$ cat src/assert_macros.svh
// ----------------------------------------------------------------------------
// assert_macros.svh
// Assertion wrappers used by the RTL; compiled out with NO_ASSERTIONS.
// ----------------------------------------------------------------------------
`ifndef ASSERT_MACROS_SVH
`define ASSERT_MACROS_SVH

`ifndef NO_ASSERTIONS
// checked only outside reset
`define CHK_ON(lbl, clk, rst, prop) \
  lbl: assert property (@(posedge clk) disable iff (rst) prop) \
    else $error("assertion failed");
// checked on every edge, reset included
`define CHK_ALL(lbl, clk, prop) \
  lbl: assert property (@(posedge clk) prop) else $error("assertion failed");
`else
`define CHK_ON(lbl, clk, rst, prop)
`define CHK_ALL(lbl, clk, prop)
`endif

`endif

$ cat src/hbq_pkg.sv
// ----------------------------------------------------------------------------
// hbq_pkg
// Types and constants of the binary min-heap queue.
// ----------------------------------------------------------------------------
package hbq_pkg;

  localparam int KEY_BITS  = 8;
  localparam int ID_BITS   = 16;
  localparam int DEPTH     = 64;
  localparam int ADDR_BITS = 6;
  localparam int CNT_BITS  = 7;
  localparam int CFG_BITS  = 7;

  localparam logic       CMD_INSERT  = 1'b0;
  localparam logic       CMD_EXTRACT = 1'b1;

  localparam logic [1:0] ST_OK    = 2'd0;
  localparam logic [1:0] ST_FULL  = 2'd1;
  localparam logic [1:0] ST_EMPTY = 2'd2;

  typedef struct packed {
    logic                cmd;
    logic [KEY_BITS-1:0] in_priority;
    logic [ID_BITS-1:0]  in_payload;
  } in_req_t;

  typedef struct packed {
    logic [1:0]          status;
    logic [KEY_BITS-1:0] out_priority;
    logic [ID_BITS-1:0]  out_payload;
    logic                top_valid;
    logic [KEY_BITS-1:0] top_priority;
    logic [CNT_BITS-1:0] count;
  } out_rsp_t;

  typedef struct packed {
    logic [KEY_BITS-1:0] key;
    logic [ID_BITS-1:0]  id;
  } entry_t;

endpackage

$ cat src/hbq_ram.sv
// ----------------------------------------------------------------------------
// hbq_ram
// Generic single-write, single-read RAM with registered read data.
// ----------------------------------------------------------------------------
module hbq_ram #(
  parameter int WIDTH = 24,
  parameter int DEPTH = 64
) (
  input  logic                     clk,
  input  logic                     we,
  input  logic [$clog2(DEPTH)-1:0] waddr,
  input  logic [WIDTH-1:0]         wdata,
  input  logic [$clog2(DEPTH)-1:0] raddr,
  output logic [WIDTH-1:0]         rdata
);

  logic [WIDTH-1:0] mem [DEPTH];

  always_ff @(posedge clk) begin
    if (we) begin
      mem[waddr] <= wdata;
    end
    rdata <= mem[raddr];
  end

endmodule

$ cat src/binary_min_heap_queue.sv
// ----------------------------------------------------------------------------
// binary_min_heap_queue
// Min-heap priority queue of (key, id) records held in one synchronous RAM.
// ----------------------------------------------------------------------------
//  channel   signals                       direction
//  request   in_valid / in_ready / in_data  in
//  response  out_valid / out_ready / out_data  out
//  config    cfg_we / cfg_wdata             in (capacity_limit)
//
//  One request at a time; the steps below run from the accept to the response.
//  Insert: read the parent, then compare and write, once per level climbed.
//  Extract: read the root, then the last entry; per level read the left
//  and, if present, the right child (two child reads on the single RAM read
//  port), then write. Refused: straight to done, then idle before the next accept.
//  Reset clears the count and the capacity (to 64); the RAM is not cleared,
//  only entries below the count are read. A held response keeps the block
//  in its done state with in_ready low until the output register frees.
// ----------------------------------------------------------------------------
`include "assert_macros.svh"

module binary_min_heap_queue
  import hbq_pkg::*;
(
  input  logic                clk,
  input  logic                rst,
  input  logic                cfg_we,
  input  logic [CFG_BITS-1:0] cfg_wdata,
  input  logic                in_valid,
  output logic                in_ready,
  input  in_req_t             in_data,
  output logic                out_valid,
  input  logic                out_ready,
  output out_rsp_t            out_data
);

  typedef enum logic [3:0] {
    S_IDLE, S_UP_CHK, S_UP_CMP, S_DN_ROOT, S_DN_LAST,
    S_DN_CHK, S_DN_L, S_DN_R, S_DONE
  } state_t;

  state_t               state;
  logic [CNT_BITS-1:0]  cnt;        // stored entries
  logic [CFG_BITS-1:0]  cap;        // capacity_limit register
  logic [ADDR_BITS-1:0] pos;        // hole position during a sift
  entry_t               x;          // record being moved
  entry_t               lft;        // left child, held for the right compare
  logic                 lsm;        // left child beats x
  entry_t               oent;       // extracted record
  logic [1:0]           status;
  logic [KEY_BITS-1:0]  root_key;   // copy of entry 0's key
  logic                 rsp_load;   // response enters the output register

  // RAM ports
  logic                 we;
  logic [ADDR_BITS-1:0] waddr;
  logic [ADDR_BITS-1:0] raddr;
  entry_t               wdata;
  entry_t               rd;

  hbq_ram #(
    .WIDTH ($bits(entry_t)),
    .DEPTH (DEPTH)
  ) u_ram (
    .clk   (clk),
    .we    (we),
    .waddr (waddr),
    .wdata (wdata),
    .raddr (raddr),
    .rdata (rd)
  );

  // heap index arithmetic
  logic [ADDR_BITS-1:0] parent;
  logic [CNT_BITS-1:0]  lc;
  logic [CNT_BITS:0]    rc;
  logic                 lc_in, rc_in, l_small, r_small;
  logic [CNT_BITS-1:0]  limit;

  assign parent  = (pos - 1'b1) >> 1;
  assign lc      = {pos, 1'b1};
  assign rc      = {1'b0, pos, 1'b0} + (CNT_BITS+1)'(2);
  assign lc_in   = lc < cnt;
  assign rc_in   = rc < {1'b0, cnt};
  assign l_small = rd.key < x.key;                          // valid in S_DN_L
  assign r_small = rd.key < (lsm ? lft.key : x.key);        // valid in S_DN_R
  assign limit   = (cap > CNT_BITS'(DEPTH)) ? CNT_BITS'(DEPTH) : cap;
  assign in_ready = (state == S_IDLE);
  assign rsp_load = (state == S_DONE) && (!out_valid || out_ready);

  // RAM control: hole-style sifts write each level once
  always_comb begin
    we    = 1'b0;
    waddr = pos;
    wdata = x;
    raddr = '0;              // idle: root read for a possible extract
    unique case (state)
      S_UP_CHK: begin
        if (pos == '0) we = 1'b1;
        else raddr = parent;
      end
      S_UP_CMP: begin
        we    = 1'b1;
        wdata = (rd.key > x.key) ? rd : x;
      end
      S_DN_ROOT: raddr = ADDR_BITS'(cnt - 1'b1);
      S_DN_CHK: begin
        if (!lc_in) we = 1'b1;
        else raddr = lc[ADDR_BITS-1:0];
      end
      S_DN_L: begin
        if (rc_in) begin
          raddr = rc[ADDR_BITS-1:0];
        end else begin
          we    = 1'b1;
          wdata = l_small ? rd : x;
        end
      end
      S_DN_R: begin
        we    = 1'b1;
        wdata = r_small ? rd : (lsm ? lft : x);
      end
      default: ;
    endcase
  end

  always_ff @(posedge clk) begin
    if (rst) begin
      state     <= S_IDLE;
      cnt       <= '0;
      cap       <= CFG_BITS'(64);
      out_valid <= 1'b0;
    end else begin
      if (cfg_we) cap <= cfg_wdata;
      if (we && waddr == '0) root_key <= wdata.key;
      if (rsp_load) begin
        out_valid <= 1'b1;
      end else if (out_ready) begin
        out_valid <= 1'b0;
      end

      unique case (state)
        S_IDLE: begin
          if (in_valid) begin
            x      <= '{key: in_data.in_priority, id: in_data.in_payload};
            oent   <= '0;
            status <= ST_OK;
            if (in_data.cmd == CMD_INSERT) begin
              if (cnt >= limit) begin
                status <= ST_FULL;
                state  <= S_DONE;
              end else begin
                pos   <= cnt[ADDR_BITS-1:0];
                cnt   <= cnt + 1'b1;
                state <= S_UP_CHK;
              end
            end else begin
              if (cnt == '0) begin
                status <= ST_EMPTY;
                state  <= S_DONE;
              end else begin
                state <= S_DN_ROOT;
              end
            end
          end
        end
        S_UP_CHK: state <= (pos == '0) ? S_DONE : S_UP_CMP;
        S_UP_CMP: begin
          if (rd.key > x.key) begin
            pos   <= parent;
            state <= S_UP_CHK;
          end else begin
            state <= S_DONE;
          end
        end
        S_DN_ROOT: begin
          oent  <= rd;
          state <= S_DN_LAST;
        end
        S_DN_LAST: begin
          x     <= rd;
          cnt   <= cnt - 1'b1;
          pos   <= '0;
          state <= S_DN_CHK;
        end
        S_DN_CHK: state <= lc_in ? S_DN_L : S_DONE;
        S_DN_L: begin
          lft <= rd;
          lsm <= l_small;
          if (rc_in) begin
            state <= S_DN_R;
          end else if (l_small) begin
            pos   <= lc[ADDR_BITS-1:0];
            state <= S_DN_CHK;
          end else begin
            state <= S_DONE;
          end
        end
        S_DN_R: begin
          if (r_small) begin
            pos   <= rc[ADDR_BITS-1:0];
            state <= S_DN_CHK;
          end else if (lsm) begin
            pos   <= lc[ADDR_BITS-1:0];
            state <= S_DN_CHK;
          end else begin
            state <= S_DONE;
          end
        end
        S_DONE: begin
          if (rsp_load) begin
            out_data.status       <= status;
            out_data.out_priority <= oent.key;
            out_data.out_payload  <= oent.id;
            out_data.top_valid    <= (cnt != '0);
            out_data.top_priority <= (cnt != '0) ? root_key : '0;
            out_data.count        <= cnt;
            state                 <= S_IDLE;
          end
        end
        default: state <= S_IDLE;
      endcase
    end
  end

  // count never passes the RAM depth
  `CHK_ON(a_cnt_range, clk, rst, cnt <= CNT_BITS'(DEPTH))
  // one request in flight: no accept right after an accept
  `CHK_ON(a_one_req, clk, rst, (in_valid && in_ready) |=> !in_ready)
  // reset leaves an empty heap and no response
  `CHK_ALL(a_rst_clear, clk, $past(rst) |-> (cnt == '0 && !out_valid))
  // a response reports nonempty exactly when its count is nonzero
  `CHK_ON(a_top_cnt, clk, rst,
          out_valid |-> (out_data.top_valid == (out_data.count != '0)))

endmodule

$ cat config.mk
export PLATFORM = sky130hd
export DESIGN_NAME = binary_min_heap_queue
export DESIGN_NICKNAME = d
export VERILOG_FILES = /design/src/hbq_pkg.sv /design/src/hbq_ram.sv /design/src/binary_min_heap_queue.sv
export VERILOG_INCLUDE_DIRS = /design/src /design/src/src
export SDC_FILE = /design/constraint.sdc
export NUM_CORES = 2
export LEC_CHECK = 0
export BUFFER_PORTS_ARGS = -buffer_cell sky130_fd_sc_hd__buf_2
export CORE_UTILIZATION = 30
export CTS_CLUSTER_DIAMETER = 30
export CTS_CLUSTER_SIZE = 25
export DETAILED_ROUTE_END_ITERATION = 10
export HOLD_SLACK_MARGIN = 0.03
export PLACE_DENSITY = 0.5
export SLEW_MARGIN = 25
export SYNTH_ARGS = -nofsm -noshare
export SYNTH_HDL_FRONTEND = slang
export SYNTH_SLANG_ARGS = --single-unit
$ cat constraint.sdc
create_clock -name clk -period 7.8 [get_ports clk]
set_clock_uncertainty 0.1 [all_clocks]
set_input_delay 0.39 -clock clk [delete_from_list [all_inputs] [get_ports clk]]
set_output_delay 0.39 -clock clk [all_outputs]
set_load 0.01 [all_outputs]
---- Word-level counts from Yosys, hierarchy flattened ----
Memory sizes are Yosys's and may differ from the RTL's. A register that Yosys moved wholly into a read port is not among the register bits.
Cells that the tools add are included.
word-level totals
  flip-flop bits (word level) ............. 150
  memory bits (writable) .................. 1,536
  input bits .............................. 37
  output and inout port bits .............. 44
  word-level logic and storage cells ...... 124
  memories ................................ 1
memory list
  name       depth  width  read ports  clocked after Yosys merged registers in  wr ports  line           RTL
  u_ram.mem  64     24     1           1                                        1         hbq_ram.sv:17  logic [WIDTH-1:0] mem [DEPTH];
cells by class
  add/subtract/negate cells ............... 4
  $lt $le $gt $ge ......................... 7
  equal/unequal tests ..................... 16
  multiplexer cells ....................... 53
  bitwise gates (word level) .............. 1
  reduce and logical (&&, ||, !) cells .... 22
operator list
  operator               number
  $mux W24               7
  $pmux W24 S2           2
  $pmux W24 S3           1
  $mux W6                10
  $mux W4                12
  $pmux W4 S9            1
  $pmux W6 S5            1
  $mux W7                4
  $pmux W6 S4            1
  $eq A4 B3 Y1 const B   4
  $lt A8 B8 Y1           2
  $ne A2 B2 Y1 const B   7
  $pmux W7 S2            1
  $reduce_and A3 Y1      4
  $reduce_and A9 Y1      1
  $add A7 B2 Y8 const B  1
  $eq A4 B2 Y1 const B   2
  $gt A8 B8 Y1           1
  $lt A8 B7 Y1           1
  $mux W1                8
  $mux W8                1
  $add A7 B1 Y7 const B  1
  $ge A7 B7 Y1           1
  $gt A7 B7 Y1 const B   1
  22 further kinds       28

---- Logic depth before layout (Yosys ltp) ----
  word-level depth ........................ 7
  mapped depth ............................ 18
  gate-level depth less buffers ........... 13

---- Hierarchy ----
From an unflattened synthesis, not the netlist that was laid out.
unflattened totals
  cell total of the unflattened synthesis .. 3,293
  area, all modules ....................... 67,045.6 um2
modules (own cells, without submodules)
  module                 times used  cells an instance  area an instance (um2)  sequential area each (um2)
  hbq_ram                1           2,610              59,295.6                46,604.7
  binary_min_heap_queue  1           683                7,749.9                 4,314.1

---- Worst setup path before layout ----
OpenSTA, ideal clock, no wires.
  kind .................................... register to register
  start ................................... register pos[0]
  end ..................................... memory u_ram.mem[48][0], enable pin
  library setup time ...................... 0.466 ns
  arrival ................................. 4.975 ns
  required time ........................... 7.234 ns
  setup slack ............................. 2.260 ns
  cell stages (with the launch flop) ...... 13
  path buffers ............................ 2
  period minus slack after synthesis ...... 5.540 ns
  path through ............................ edfxtp_1 -> clkbuf_1 -> clkinv_1 -> ha_1 -> ha_1 -> o2111ai_1 -> and2_1 -> o21a_1 -> nor2_1 -> nor4_1 -> or3_1 -> clkbuf_1 -> nor4_1
on the way
  word-level cells in the longest chain between the ends .. 6
  elaborated cells between the ends (all ways) .. 10
  classes of those cells .................. add/sub (1); order compare (2); mux (6); reduce/logical (1)
RTL lines
  item                           line                          RTL
  from (decl)                    binary_min_heap_queue.sv:44   logic [ADDR_BITS-1:0] pos;
  from (signal assigned)         binary_min_heap_queue.sv:152  pos <= cnt[ADDR_BITS-1:0];
  from (signal assigned)         binary_min_heap_queue.sv:169  pos <= parent;
  from (signal assigned)         binary_min_heap_queue.sv:192  pos <= lc[ADDR_BITS-1:0];
  $add A7 B2 Y8                  binary_min_heap_queue.sv:81   assign rc = {1'b0, pos, 1'b0} + (CNT_BITS+1)'(2);
  $lt A8 B7 Y1                   binary_min_heap_queue.sv:83   assign rc_in = rc < {1'b0, cnt};
  $mux W1                        binary_min_heap_queue.sv:111  if (rc_in) begin
  $pmux W1 S4                    binary_min_heap_queue.sv:96   unique case (state)
  $mux W1                        hbq_ram.sv:20                 if (we) begin
  $mux W1 (not written as such)  hbq_ram.sv:21                 mem[waddr] <= wdata;
  to (decl)                      hbq_ram.sv:17
Several ways; a longest one is shown, not always the timed one.

---- Worst setup path in the final report ----
  start ................................... register pos[1]
  end ..................................... register u_ram.rdata[11] (read register of u_ram.mem)
on the way
  word-level cells in the longest chain between the ends .. 4
  elaborated cells between the ends (all ways) .. 9
  classes of those cells .................. add/sub (2); order compare (2); mux (4); reduce/logical (1)
RTL lines
  item           line                          RTL
  $add A7 B2 Y8  binary_min_heap_queue.sv:81
  $lt A8 B7 Y1   binary_min_heap_queue.sv:83
  $mux W6        binary_min_heap_queue.sv:111
  $pmux W6 S4 *  binary_min_heap_queue.sv:96
  to (decl)      hbq_ram.sv:14                 output logic [WIDTH-1:0] rdata
Mark *: on every way between the ends. The rest lies on a longest branch, timed or not.
A chain may end at the register's enable or synchronous reset.

==> run metrics <==
status=finished clean; #FFs+latches synth=1710; setup bufs post-CTS=0; Max Slew Vio Count=0; # rows=173; grt total ovfl=0; I/O pins=81; P_leak=29.2 nW; fmax=164 MHz; global-route usage over all layers=0.174; Net Count, Synth=3740; most frequent cells in the layout=edfxtp_1 (1667), nand2_1 (424), clkbuf_16 (391); Hold Crit Class=in -> reg; die height=474 um; CTS max path bufs=4; post-synth cell types=73; Max FO, Critical Path=30; Layout Cells excl Fill=7411; largest net degree at the start of global routing=108; P&R area growth vs syn=27.5%; Via density=5.03; Buf/Inv on CP=1; GPL Wtd Cong=0.864; fin crit share=0.782; Total Power=0.0291 W; post-route DRC violation count=0; maxcap violations=0; Synth Instances=3664; crit-path cells=ha_1 -> nand3_1 -> xnor2_1 -> ha_1 -> and3_1 -> a221oi_1 -> and3b_1 -> a211oi_4 -> buf_4 -> nor2_1 -> nand3_2 -> o22ai_1 -> nor4_2 -> and3_1; drt first pass iters=5; WL final=197000 um; Synth area leader=edfxtp_1; number of synthesized flops with an enable pin=1667; via count=37300; critical path's slowest cell=nand3_2; Avg Inst Size Synth=18.3 um^2; clock-pin slew on the worst setup and hold paths=50 ps; Synth Cell Area=0.0669 mm^2; M1 GR Usage=0.247; Hold Violations, Final=0; Critical Path End Type=register; DIE AREA=0.225 mm^2; core footprint=0.222 mm^2; post-detailed-route wirelength per cell=26.6 um; slowest stage delay, CP=780 ps; global-route wire length before repair=280000 um; busiest grt layer=met2; port bufs=80; measured slew at the worst slew-check pin=1120 ps; largest cells by area after synthesis=edfxtp_1 (75%), mux4_2 (9.5%), mux2i_1 (2.5%); peak supply drop=198 uV; CP Data Required Time=8500 ps; total placed instance area=0.0718 mm^2; top_reg_cell synth=edfxtp_1; Layout Nets=4201; share of layout cells above drive strength 1=0.281; H-tree Lvls=5; final setup TNS=0 ps; Slew headroom=0.253; root buf cell=clkbuf_16; clock buffer count from CTS=388; WHS=160 ps; initial antenna violation count=11; total power density per cell area=341 mW/mm^2; Worst EP arrival=6810 ps; Top delay family on crit path=simple AND/OR/NAND/NOR gates; placed cells=6658; R2R Setup Slk=1700 ps; commonest non-fill, non-tap cell in the layout=edfxtp_1; Final Critical Period=6100 ps; unrepaired setup endpoints after global routing=false; async set or reset register ratio after synthesis=0; Clock Sinks=1710; top cell type's share of synthesized area=0.748; CTS tree=yes; vias in the first global route=37800; post-DP HPWL=110000 um; crit path kind=reg -> reg; M3 GR Usage=0.0364; sequential area share after synthesis=0.761; Die Wd=474 um; CP startpoint kind=register; initial drt markers=3793; Synth warnings=0; met2 Usage GRT=0.268; Design Area, Final=0.0853 mm^2; Setup violations, final=0; Clk Latency, worst-skew pair=970 ps; initial core utilization=0.302; ANT nets after route=0
[metal layers]
metal  vias up  routed length [um]
met5         -                  11
met1     19700               88000
li1      15800                   -
met2      1497               90100
met4         2                4230
met3       283               14900
[cells by family after synthesis]
kind of cell	after synthesis	synth area share
muxes	451	0.120
DFF	1710	0.761
xor gates and xnor gates	19	0.00249
adders and majority gates	39	0.00729
buffers and inverters	236	0.0163
AOI/OAI and AO/OA	278	0.0291
and+or+nand+nor	931	0.0637
[synthesized netlist by cell type, drive strengths merged (39+ instances only)]
| cell type | count |
|---|---|
| clkbuf | 90 |
| mux2i | 168 |
| edfxtp | 1667 |
| nor2 | 120 |
| nand3 | 180 |
| dfxtp | 43 |
| ha | 39 |
| nand2 | 441 |
| and3 | 54 |
| mux4 | 283 |
| o22ai | 89 |
| buf | 115 |
[registers in the layout, summed over array words and instances (netlist names), 6 cells and up]
signal	count
x	24
cnt	7
u_ram.mem	1536
root_key	8
lft	24
out_data	42
u_ram.rdata	24
cap	7
oent	24
pos	6
[cell type report]
cell class                 count  area, um^2
fill                       20100      137000
sequential                  1710       50900
multi-input combinational   1718       15400
clock buffer                 456       10100
tap                         2975        3720
clock inverter               238        2810
timing repair buffer         276        2210
inverter                      31         116
antenna                        7        17.5
[report_power, final]
group          internal (W)  switching [W]
clock network        0.0110        0.00497
registers            0.0105       0.000259
logic              0.000761        0.00158
[worst reg2reg max path, cell delays in order (launching register included)]
cell      delay, ps
edfxtp_1        680
ha_1            340
nand3_1         150
xnor2_1         300
ha_1            300
and3_1          190
a221oi_1        420
and3b_1         560
a211oi_4        120
buf_4           350
nor2_1          600
nand3_2         780
o22ai_1         710
nor4_2          190
and3_1          210
[what timing repair did]
action | 4_1_cts | 5_1_grt
hold endpoints to repair | 48 | 0
hold buffers | 51 | 0
gates resized for setup | 0 | 0
setup endpoints to repair | 0 | 0
[path summary, 6_finish.rpt]
| path | depth (start not counted) | to | startpoint |
|---|---|---|---|
| worst min register to register | 0 | out_data[26]$_DFFE_PP_ | oent[10]$_SDFFCE_PN0P_ |
| worst max-delay path | 14 | u_ram.rdata[11]$_DFF_P_ | pos[1]$_DFFE_PP_ |
| worst min-delay path | 4 | x[10]$_DFFE_PP_ | in_data[10] |
| worst max register to register | 14 | u_ram.rdata[11]$_DFF_P_ | pos[1]$_DFFE_PP_ |
[per-stage QoR]
stage | worst slack [ps] | utilization
2_1_floorplan | 2260 | -
3_3_place_gp | 979 | 0.323
3_5_place_dp | 1670 | 0.324
4_1_cts | 1640 | 0.384
5_1_grt | 1400 | 0.385
6_report | 1700 | 0.385
(Power assumes the default switching activity.)
